<file path="src/design/sre_pkg.sv">
`default_nettype none
package sre_pkg;

    // channels computed; channels at or above this index read as zero
    localparam int CHANNEL_COUNT = 3;

    localparam int PIX_W    = 24;
    localparam int CH_W     = 8;
    localparam int NUM_CH   = 3;
    localparam int NUM_NBR  = 8;
    localparam int MASK_W   = 4;

    // gradient and root widths
    localparam int GRAD_W   = 11;
    localparam int SQ_W     = 20;
    localparam int SUM_W    = SQ_W + 1;
    localparam int ROOT_W   = CH_W;
    localparam int RAD_W    = 2 * ROOT_W;

    // register stages inside one lane: gradient, square, sum, then one per root bit
    localparam int LANE_LAT   = 3 + ROOT_W;
    localparam int RESULT_LAT = LANE_LAT + 1;

    localparam logic [CH_W-1:0] MAG_MAX = '1;

    // neighbour positions in a window
    localparam int NBR_UL = 0;
    localparam int NBR_UM = 1;
    localparam int NBR_UR = 2;
    localparam int NBR_ML = 3;
    localparam int NBR_MR = 4;
    localparam int NBR_LL = 5;
    localparam int NBR_LM = 6;
    localparam int NBR_LR = 7;

    // border mask bits
    localparam int MB_LEFT  = 0;
    localparam int MB_RIGHT = 1;
    localparam int MB_UP    = 2;
    localparam int MB_DOWN  = 3;

    typedef logic [NUM_NBR-1:0][CH_W-1:0] t_win;

    typedef struct packed {
        logic             sat;
        logic [RAD_W-1:0] rad;
    } t_rad;

endpackage
`default_nettype wire

</file>
<file path="src/design/sre_sqrt.sv">
`default_nettype none
module sre_sqrt (
    input  logic                      i_clk,
    input  sre_pkg::t_rad             i_rad,
    output logic [sre_pkg::CH_W-1:0]  o_mag
);
    import sre_pkg::*;

    t_rad              w_rad  [0:ROOT_W];
    logic [ROOT_W-1:0] w_root [0:ROOT_W];

    assign w_rad[0]  = i_rad;
    assign w_root[0] = '0;

    // one root bit per stage, msb first
    for (genvar k = 0; k < ROOT_W; k++) begin : g_step
        logic [ROOT_W-1:0] w_try;
        logic [RAD_W-1:0]  w_try_sq;
        logic [ROOT_W-1:0] n_root;
        t_rad              r_rad;
        logic [ROOT_W-1:0] r_root;

        always_comb begin
            w_try    = w_root[k] | (ROOT_W'(1) << (ROOT_W - 1 - k));
            w_try_sq = RAD_W'(w_try) * RAD_W'(w_try);
            n_root   = (w_try_sq <= w_rad[k].rad) ? w_try : w_root[k];
        end

        always_ff @(posedge i_clk) begin
            r_rad  <= w_rad[k];
            r_root <= n_root;
        end

        assign w_rad[k+1]  = r_rad;
        assign w_root[k+1] = r_root;
    end

    assign o_mag = w_rad[ROOT_W].sat ? MAG_MAX : w_root[ROOT_W];

endmodule
`default_nettype wire

</file>
<file path="src/design/sre_lane.sv">
`default_nettype none
module sre_lane (
    input  logic                        i_clk,
    input  sre_pkg::t_win               i_win,
    input  logic [sre_pkg::MASK_W-1:0]  i_mask,
    output logic [sre_pkg::CH_W-1:0]    o_mag
);
    import sre_pkg::*;

    t_win                     w_win;
    logic                     w_no_l, w_no_r, w_no_u, w_no_d;
    logic signed [GRAD_W-1:0] n_gx, n_gy;
    logic signed [GRAD_W-1:0] r_gx, r_gy;
    logic [SQ_W-1:0]          r_sqx, r_sqy;
    logic [SUM_W-1:0]         n_sum;
    t_rad                     r_rad;

    assign w_no_l = i_mask[MB_LEFT];
    assign w_no_r = i_mask[MB_RIGHT];
    assign w_no_u = i_mask[MB_UP];
    assign w_no_d = i_mask[MB_DOWN];

    // neighbors outside the image count as zero
    always_comb begin
        w_win         = i_win;
        if (w_no_u || w_no_l) w_win[NBR_UL] = '0;
        if (w_no_u)           w_win[NBR_UM] = '0;
        if (w_no_u || w_no_r) w_win[NBR_UR] = '0;
        if (w_no_l)           w_win[NBR_ML] = '0;
        if (w_no_r)           w_win[NBR_MR] = '0;
        if (w_no_d || w_no_l) w_win[NBR_LL] = '0;
        if (w_no_d)           w_win[NBR_LM] = '0;
        if (w_no_d || w_no_r) w_win[NBR_LR] = '0;
    end

    // sums stay within +-1020, so wrapping 11-bit arithmetic is exact
    always_comb begin
        n_gx = GRAD_W'(w_win[NBR_UL]) + GRAD_W'({w_win[NBR_ML], 1'b0})
             + GRAD_W'(w_win[NBR_LL]) - GRAD_W'(w_win[NBR_UR])
             - GRAD_W'({w_win[NBR_MR], 1'b0}) - GRAD_W'(w_win[NBR_LR]);
        n_gy = GRAD_W'(w_win[NBR_UL]) + GRAD_W'({w_win[NBR_UM], 1'b0})
             + GRAD_W'(w_win[NBR_UR]) - GRAD_W'(w_win[NBR_LL])
             - GRAD_W'({w_win[NBR_LM], 1'b0}) - GRAD_W'(w_win[NBR_LR]);
    end

    assign n_sum = {1'b0, r_sqx} + {1'b0, r_sqy};

    always_ff @(posedge i_clk) begin
        r_gx      <= n_gx;
        r_gy      <= n_gy;
        // sign-extend first so the square is formed at full width
        r_sqx     <= SQ_W'(r_gx) * SQ_W'(r_gx);
        r_sqy     <= SQ_W'(r_gy) * SQ_W'(r_gy);
        // anything from 2^16 up has a root above 255
        r_rad.sat <= |n_sum[SUM_W-1:RAD_W];
        r_rad.rad <= n_sum[RAD_W-1:0];
    end

    sre_sqrt u_sqrt (
        .i_clk (i_clk),
        .i_rad (r_rad),
        .o_mag (o_mag)
    );

endmodule
`default_nettype wire

</file>
<file path="src/design/sobel_rgb_edge_magnitude_unit.sv">
`default_nettype none
// a request accepted at a clock edge passes the gradient, square, sum and root registers of
// its lane and then the output register; o_valid rises together with the result
// throughput: one request per cycle while busy is low; one pipelined lane per color channel,
// the 8-stage bit-per-stage root pipeline sets the depth, no stage is shared between requests
// reset: synchronous active low; clears the in-flight valids, busy is high for one cycle after
module sobel_rgb_edge_magnitude_unit (
    input  logic                        i_clk,
    input  logic                        i_rst_n,
    input  logic                        start,
    output logic                        busy,
    input  logic [sre_pkg::PIX_W-1:0]   i_up_left,
    input  logic [sre_pkg::PIX_W-1:0]   i_up_mid,
    input  logic [sre_pkg::PIX_W-1:0]   i_up_right,
    input  logic [sre_pkg::PIX_W-1:0]   i_mid_left,
    input  logic [sre_pkg::PIX_W-1:0]   i_mid_right,
    input  logic [sre_pkg::PIX_W-1:0]   i_low_left,
    input  logic [sre_pkg::PIX_W-1:0]   i_low_mid,
    input  logic [sre_pkg::PIX_W-1:0]   i_low_right,
    input  logic [sre_pkg::MASK_W-1:0]  i_border_mask,
    output logic                        o_valid,
    output logic [sre_pkg::CH_W-1:0]    o_red_magnitude,
    output logic [sre_pkg::CH_W-1:0]    o_green_magnitude,
    output logic [sre_pkg::CH_W-1:0]    o_blue_magnitude
);
    import sre_pkg::*;

    logic                     w_accept;
    logic                     r_busy;
    logic [LANE_LAT-1:0]      r_vpipe;
    logic                     r_valid;
    logic [NUM_NBR-1:0][PIX_W-1:0] w_pix;
    logic [CH_W-1:0]          w_mag [NUM_CH];
    logic [CH_W-1:0]          r_mag [NUM_CH];

    assign w_accept = start && !r_busy;
    assign busy     = r_busy;

    always_comb begin
        w_pix         = '0;
        w_pix[NBR_UL] = i_up_left;
        w_pix[NBR_UM] = i_up_mid;
        w_pix[NBR_UR] = i_up_right;
        w_pix[NBR_ML] = i_mid_left;
        w_pix[NBR_MR] = i_mid_right;
        w_pix[NBR_LL] = i_low_left;
        w_pix[NBR_LM] = i_low_mid;
        w_pix[NBR_LR] = i_low_right;
    end

    // red in the top byte, blue in the bottom
    for (genvar c = 0; c < NUM_CH; c++) begin : g_ch
        if (c < CHANNEL_COUNT) begin : g_lane
            t_win w_win;

            for (genvar n = 0; n < NUM_NBR; n++) begin : g_nbr
                assign w_win[n] = w_pix[n][PIX_W-1-CH_W*c -: CH_W];
            end

            sre_lane u_lane (
                .i_clk  (i_clk),
                .i_win  (w_win),
                .i_mask (i_border_mask),
                .o_mag  (w_mag[c])
            );
        end else begin : g_off
            assign w_mag[c] = '0;
        end
    end

    always_ff @(posedge i_clk) begin
        if (!i_rst_n) begin
            r_busy  <= 1'b1;
            r_vpipe <= '0;
            r_valid <= 1'b0;
        end else begin
            r_busy  <= 1'b0;
            r_vpipe <= {r_vpipe[LANE_LAT-2:0], w_accept};
            r_valid <= r_vpipe[LANE_LAT-1];
        end
    end

    // register the lane results for the three magnitude outputs
    always_ff @(posedge i_clk) begin
        for (int c = 0; c < NUM_CH; c++) begin
            r_mag[c] <= w_mag[c];
        end
    end

    assign o_valid           = r_valid;
    assign o_red_magnitude   = r_mag[0];
    assign o_green_magnitude = r_mag[1];
    assign o_blue_magnitude  = r_mag[2];

`ifndef NO_ASSERTIONS
    a_latency : assert property (@(posedge i_clk) disable iff (!i_rst_n)
        o_valid |-> $past(start && !busy, RESULT_LAT))
        else $error("result strobe without a matching request");

    a_busy_after_reset : assert property (@(posedge i_clk)
        $past(!i_rst_n) |-> busy)
        else $error("request taken right after reset");

    a_full_mask_zero : assert property (@(posedge i_clk) disable iff (!i_rst_n)
        (o_valid && $past(i_border_mask == '1, RESULT_LAT)) |->
        (o_red_magnitude == '0 && o_green_magnitude == '0 && o_blue_magnitude == '0))
        else $error("fully masked window gave a nonzero magnitude");
`endif

endmodule
`default_nettype wire

</file>
<file path="config.mk">
export PLATFORM = sky130hd
export DESIGN_NAME = sobel_rgb_edge_magnitude_unit
export DESIGN_NICKNAME = d
export VERILOG_FILES = /design/src/design/sre_pkg.sv /design/src/design/sre_sqrt.sv /design/src/design/sre_lane.sv /design/src/design/sobel_rgb_edge_magnitude_unit.sv
export SDC_FILE = /design/constraint.sdc
export NUM_CORES = 2
export LEC_CHECK = 0
export ABC_CLOCK_PERIOD_IN_PS = 9400
export BUFFER_PORTS_ARGS = -buffer_cell sky130_fd_sc_hd__buf_2
export CAP_MARGIN = 10
export CORE_ASPECT_RATIO = 0.6
export CORE_MARGIN = 1
export CORE_UTILIZATION = 64
export CTS_CLUSTER_DIAMETER = 50
export DETAILED_ROUTE_END_ITERATION = 6
export PLACE_DENSITY = 0.82
export SYNTH_ARGS = -nofsm -noshare
export SYNTH_HDL_FRONTEND = slang
export SYNTH_SLANG_ARGS = --single-unit
</file>
<file path="constraint.sdc">
create_clock -name i_clk -period 9.4 [get_ports i_clk]
set_input_delay 1.88 -clock i_clk [delete_from_list [all_inputs] [get_ports i_clk]]
set_output_delay 1.88 -clock i_clk [all_outputs]
set_load 0.005 [all_outputs]
</file>
[Word level (Yosys, flattened, before mapping)]
Memories as Yosys holds them, arrays and structs flattened.
Cells that the tools add are included.
W data, S select, Z words.
Storage, ports and cells
  flip-flop bits (word level): 802
  latch bits: 0
  memory bits (writable): 24
  ROM bits: 0
  output and inout bits: 26
  logic and storage cells: 236
  memories kept: 1
Memory list
  r_mag: depth 3, bits a word 8, rd ports 3, clocked after memory_dff 0, wr ports 3, RTL line sobel_rgb_edge_magnitude_unit.sv:34  | logic [CH_W-1:0] r_mag [NUM_CH];
Operators by class
  $add $sub $neg: 33
  multipliers: 27
  divide/modulo/power cells: 0
  magnitude comparators: 24
  equality and inequality tests: 0
  shifts and indexed selects: 0
  mux-type cells: 31
  bitwise operators: 0
  reduce and logical (&&, ||, !) cells: 9
Operators by type and width (count)
  $le A16 B16 Y1: 21
  $mul A8 B8 Y16: 21
  $mux W8: 30
  $sub A11 B8 Y11: 12
  $mul A11 B11 Y20: 6
  $add A11 B8 Y11: 6
  $sub A11 B9 Y11: 6
  $add A20 B20 Y21: 3
  $add A8 B9 Y10: 6
  $le A15 B16 Y1 const A: 3
  $reduce_or A5 Y1: 3
  $logic_or A1 B1 Y1: 4
  $logic_and A1 B1 Y1: 1
  $logic_not A1 Y1: 1
  $mux W1: 1

[Logic depth before layout (Yosys ltp)]
  word-level depth: 7
  mapped depth: 25

[Hierarchy]
From an unflattened synthesis, not the netlist that was laid out.
Second synthesis, totals
  cells, all modules: 6900
  area, all modules: 66819.1 sq um
Modules (own cells, without submodules)
  sre_lane (g_ch[0].g_lane.u_lane ...): instances 2, cells each 1388, area each 12903.6 sq um, seq. area each 1541.5 sq um
  sre_lane (g_ch[2].g_lane.u_lane): instances 1, cells each 1391, area each 12967.4 sq um, seq. area each 1541.5 sq um
  sre_sqrt (g_ch[0].g_lane.u_lane.u_sqrt): instances 1, cells each 901, area each 9122.5 sq um, seq. area each 3123.0 sq um
  sre_sqrt (g_ch[2].g_lane.u_lane.u_sqrt): instances 1, cells each 896, area each 9078.7 sq um, seq. area each 3123.0 sq um
  sre_sqrt (g_ch[1].g_lane.u_lane.u_sqrt): instances 1, cells each 885, area each 8999.9 sq um, seq. area each 3123.0 sq um
  sobel_rgb_edge_magnitude_unit: instances 1, cells each 51, area each 843.3 sq um, seq. area each 740.7 sq um

[Least setup slack after synthesis]
No wires, ideal clock.
  path kind: input to register
  from: input i_border_mask[2] in the netlist's numbering
  to: register g_ch[2].g_lane.u_lane.r_gx[10]
  library setup time: 0.129 ns
  data arrival time: 5.621 ns
  data required time: 9.271 ns
  setup slack: 3.650 ns
  stages on the path: 17
  path through: nor2_1 clkbuf_1 and2_1 ha_1 fa_1 a21o_1 a21oi_1 o21bai_1 a21oi_1 xor2_1 fa_1 inv_1 fa_1 ha_1 or4_1 o311ai_0 nor3b_1
Between the ends
  word-level cells in the longest chain between the ends: 7
  elaborated cells on any way between the ends: 9
Ends and longest elaborated chain
  start, declared: RTL line sobel_rgb_edge_magnitude_unit.sv:20  | input logic [sre_pkg::MASK_W-1:0] i_border_mask,
  $logic_or A1 B1 Y1: RTL line sre_lane.sv:26  | if (w_no_u || w_no_l) w_win[NBR_UL] = '0;
  $mux W8: RTL line sre_lane.sv:26
  $add A8 B9 Y10: RTL line sre_lane.sv:38  | n_gx = GRAD_W'(w_win[NBR_UL]) + GRAD_W'({w_win[NBR_ML], 1'b0})
  $add A11 B8 Y11: RTL line sre_lane.sv:39  | + GRAD_W'(w_win[NBR_LL]) - GRAD_W'(w_win[NBR_UR])
  $sub A11 B8 Y11 (*): RTL line sre_lane.sv:39
  $sub A11 B9 Y11 (*): RTL line sre_lane.sv:40  | - GRAD_W'({w_win[NBR_MR], 1'b0}) - GRAD_W'(w_win[NBR_LR]);
  $sub A11 B8 Y11 (*): RTL line sre_lane.sv:40
  via g_ch[2].g_lane.u_lane.n_gx[10]: RTL line sre_lane.sv:12  | logic signed [GRAD_W-1:0] n_gx, n_gy;
  end signal, assigned: RTL line sre_lane.sv:49  | r_gx <= n_gx;
  end, declared: RTL line sre_lane.sv:13  | logic signed [GRAD_W-1:0] r_gx, r_gy;
The timed path passes the listed nets; every way through them passes the cells marked *.
A chain may end at the register's enable or synchronous reset.

[Worst setup path in the final report]
  from: input i_border_mask[0] in the netlist's numbering
  to: register g_ch[0].g_lane.u_lane.r_gy[9]
Between the ends
  word-level cells in the longest chain between the ends: 7
  elaborated cells on any way between the ends: 9
Ends and longest elaborated chain
  $logic_or A1 B1 Y1: RTL line sre_lane.sv:26
  $mux W8: RTL line sre_lane.sv:26
  $add A8 B9 Y10: RTL line sre_lane.sv:41  | n_gy = GRAD_W'(w_win[NBR_UL]) + GRAD_W'({w_win[NBR_UM], 1'b0})
  $add A11 B8 Y11: RTL line sre_lane.sv:42  | + GRAD_W'(w_win[NBR_UR]) - GRAD_W'(w_win[NBR_LL])
  $sub A11 B8 Y11 (*): RTL line sre_lane.sv:42
  $sub A11 B9 Y11 (*): RTL line sre_lane.sv:43  | - GRAD_W'({w_win[NBR_LM], 1'b0}) - GRAD_W'(w_win[NBR_LR]);
  $sub A11 B8 Y11 (*): RTL line sre_lane.sv:43
  via g_ch[0].g_lane.u_lane.n_gy[9]: RTL line sre_lane.sv:12
  end signal, assigned: RTL line sre_lane.sv:50  | r_gy <= n_gy;
  end, declared: RTL line sre_lane.sv:13
Marked as above.

==> results.json <==
{
  "synth.top_cells.by_area": "fa_1 27%, dfxtp_1 22%, ha_1 17%, inv_1 7.9%, xnor2_1 4.6%",
  "vias": 44471,
  "hold_depth": 0,
  "cts_tree": "yes",
  "timing.setup.tns_ns": 0,
  "max_stage_delay_ns": 0.81,
  "numCtsBuffers": 77,
  "wl_met2_um": 62900,
  "overflow": 0,
  "cts_hold_buf": 0,
  "drtIter0Drc": 2537,
  "clock-skew-final_ns": 0.0135,
  "syn-instance-count": 6665,
  "die_x_um": 417,
  "first_pass_iters": 6,
  "root_buffer": "clkbuf_16",
  "finalHoldViolations": 0,
  "yosys.area.top_type": "fa_1",
  "cts_num_sinks": 736,
  "routed_wl_um": 140000,
  "io_buffers": 224,
  "drv_slew": 0,
  "synth.cell_area_sq_um": 66000,
  "relSlewSlack": 0.322,
  "syn_to_final_growth_pct": 7.85,
  "holdCritStartpoint": "g_ch[2].g_lane.u_lane.r_rad[3]",
  "ant_nets": 0,
  "cts_resized": 0,
  "holdPathEnd": "g_ch[2].g_lane.u_lane.u_sqrt.g_step[0].r_rad[3]",
  "layout-drive-gt1-share": 0.0613,
  "ys_seq_elements": 736,
  "worst_pin_slew_ns": 1.02,
  "synthesis.nets": 8658,
  "cts.clk_slew.worst_paths_ns": 0.07,
  "place_ws_ns": 2.62,
  "layout_setup_ws_ns": 3.21,
  "die-area_sq_um": 104000,
  "yosys_warnings": 0,
  "drc": 0,
  "r2r-end": "g_ch[0].g_lane.u_lane.u_sqrt.g_step[7].r_root[0]",
  "m1WireLength_um": 63900,
  "crit_chain": "buf_2, buf_4, nor2_2, and2_1, ha_1, a21o_1, a21oi_1, o21bai_1, a21oi_1, xor2_1, fa_1, inv_1, fa_1, ha_1, a21oi_1, o21ai_1, or4_1, nand4_1",
  "grt_pass1_vias": 47656,
  "viasPerCell": 5.37,
  "avgSynthCellArea_sq_um": 9.90,
  "crit_top_cell": "a21oi_1",
  "routabilityCongestion": 0.967,
  "ys_seq_area_frac": 0.223,
  "crit_path_start_kind": "input pin",
  "dpl.hpwl_um": 116000,
  "fmax_ghz": 0.162,
  "r2r_cells": 20,
  "h-tree-depth": 3,
  "ys_types": 75,
  "min_period_ns": 6.19,
  "multi_input_area_sq_um": 45600,
  "end_kind": "register",
  "highest_layer": "met5",
  "cap_violations": 0,
  "synth_edf_count": 0,
  "critical_path_class": "in -> reg",
  "clock_latency_ns": 0.68,
  "cp_data_arrival_time_ns": 6.81,
  "crit_fanout": 26,
  "synth_common_cells": "1385 x inv_1, 916 x ha_1, 878 x fa_1, 736 x dfxtp_1, 407 x and2_1",
  "regToRegSetupSlack_ns": 3.42,
  "grt_use_total": 0.280,
  "wl_per_cell_um": 16.9,
  "clockBufferDepth": 3,
  "layout.nets": 8858,
  "synthArstFlopShare": 0,
  "rows": 90,
  "synthFlopType": "dfxtp_1",
  "crit_slowest_cell": "nor2_2",
  "antenna_found_initial": 22,
  "fp.dieH_um": 251,
  "io_pins": 225,
  "grt_pass1_wl_um": 237000,
  "min_period_over_period": 0.659,
  "synth_top_cell_area_share": 0.266,
  "r2r-start": "g_ch[0].g_lane.u_lane.u_sqrt.g_step[6].r_root[7]",
  "wl_met3_um": 8790,
  "status": "complete, no violations",
  "ff_latch_area_sq_um": 14700,
  "grt_max_degree": 27,
  "synth.most_common_cell": "inv_1",
  "fillCellCount": 7411,
  "crit_required_ns": 10.01,
  "rsz0062_at_grt": "false",
  "core_area_sq_um": 101000,
  "cts_setup_buffers": 0,
  "final-setup-viol-count": 0,
  "min_path_type": "reg -> reg",
  "start_util": 0.651
}
-- layout by cell type (no fill, tap or decap), types with 10 or more instances in the layout --
cell type	synthesis	final
nand2_1	295	295
a21boi_1	11	11
dfxtp_1	736	736
inv_6	0	12
nand2b_1	83	83
a31oi_1	20	20
nand3_1	41	41
buf_2	1	224
a211oi_1	26	26
o31ai_1	11	11
or4_1	16	16
clkbuf_16	0	77
o21ai_1	83	83
o21bai_1	25	25
mux2i_1	14	14
and2_1	407	407
xnor2_1	345	345
xor2_1	87	87
and3_1	18	18
or2_2	41	41
or3_1	12	12
a21oi_1	228	228
ha_1	916	916
o21a_1	57	57
a21o_1	96	96
o21ai_0	50	50
nor2b_1	195	195
nor2_1	168	164
nor3_1	71	71
inv_1	1385	1385
nand4_1	47	47
nor3b_1	13	13
fa_1	878	878
nor4_1	36	36
o211ai_1	21	21
diode_2	0	10
-- through the flow --
stage | utilization | area (sq um) | hold slack (ns) | std cells
4_1_cts | 0.702 | 71100 | 0.311 | 8264
5_1_grt | 0.702 | 71200 | 0.308 | 8274
2_1_floorplan | - | 66000 | 0.310 | 6665
3_3_place_gp | 0.675 | 68400 | 0.311 | 8120
3_5_place_dp | 0.675 | 68400 | 0.312 | 8120
6_report | 0.702 | 71200 | 0.316 | 8274
-- sequential cells by signal, summed over array words and instances (netlist names) --
| name | flops |
|---|---|
| g_ch.g_lane.u_lane.r_gy | 33 |
| g_ch.g_lane.u_lane.r_rad | 51 |
| busy | 1 |
| g_ch.g_lane.u_lane.r_sqx | 57 |
| o_valid | 1 |
| g_ch.g_lane.u_lane.u_sqrt.g_step.r_root | 108 |
| g_ch.g_lane.u_lane.r_sqy | 57 |
| g_ch.g_lane.u_lane.u_sqrt.g_step.r_rad | 360 |
| g_ch.g_lane.u_lane.r_gx | 33 |
| r_vpipe | 11 |
| r_mag | 24 |
-- metal layers --
metal	vias to the layer above	global-route usage
met3	251	0.0537
met1	21622	0.387
met5	-	0
li1	21385	-
met2	1199	0.449
met4	14	0.0803
-- worst max-delay path: cells and delay by family --
family	cells	cell delay, ns
AO/OA/AOI/OAI	6	1.06
XOR/XNOR	1	0.13
adder cells (fa/ha/maj)	4	1.61
buffers and inverters	3	0.39
AND/OR/NAND/NOR	4	1.72
-- how the worst max path moves through the flow --
stage	end	slack, ns	from
after global routing	g_ch[0].g_lane.u_lane.r_gx[9]	3.00	i_border_mask[0]
final	g_ch[0].g_lane.u_lane.r_gy[9]	3.21	i_border_mask[0]
after CTS	g_ch[0].g_lane.u_lane.r_gy[9]	3.33	i_border_mask[0]
after detailed placement	g_ch[0].g_lane.u_lane.r_gy[9]	2.62	i_border_mask[0]
after global placement	g_ch[0].g_lane.u_lane.r_gy[9]	2.78	i_border_mask[0]
after floorplan	g_ch[2].g_lane.u_lane.r_gx[10]	3.65	i_border_mask[2]
-- cell type report --
cell class,instances,area share
clock inverter,55,0.00978
clock buffer,89,0.0284
timing repair buffer,231,0.0165
multi-input combinational,4434,0.641
tap,1334,0.0235
sequential,736,0.207
antenna,10,0.000352
inverter,1385,0.0730
-- kinds of logic (layout without fill, tap and decap cells) --
kind of cell	Yosys count	count (layout)	synth area share
adders and majority gates	1794	1794	0.440
and+or+nand+nor	1476	1476	0.122
buffers and inverters	1495	1760	0.0851
DFF	736	736	0.223
other	0	10	0
AOI/OAI and AO/OA	718	718	0.0703
muxes	14	14	0.00212
xor gates and xnor gates	432	432	0.0573
Power is left out: the tool's default activity adds up to more than one toggle a clock period on the data nets, which glitch-free logic cannot reach.
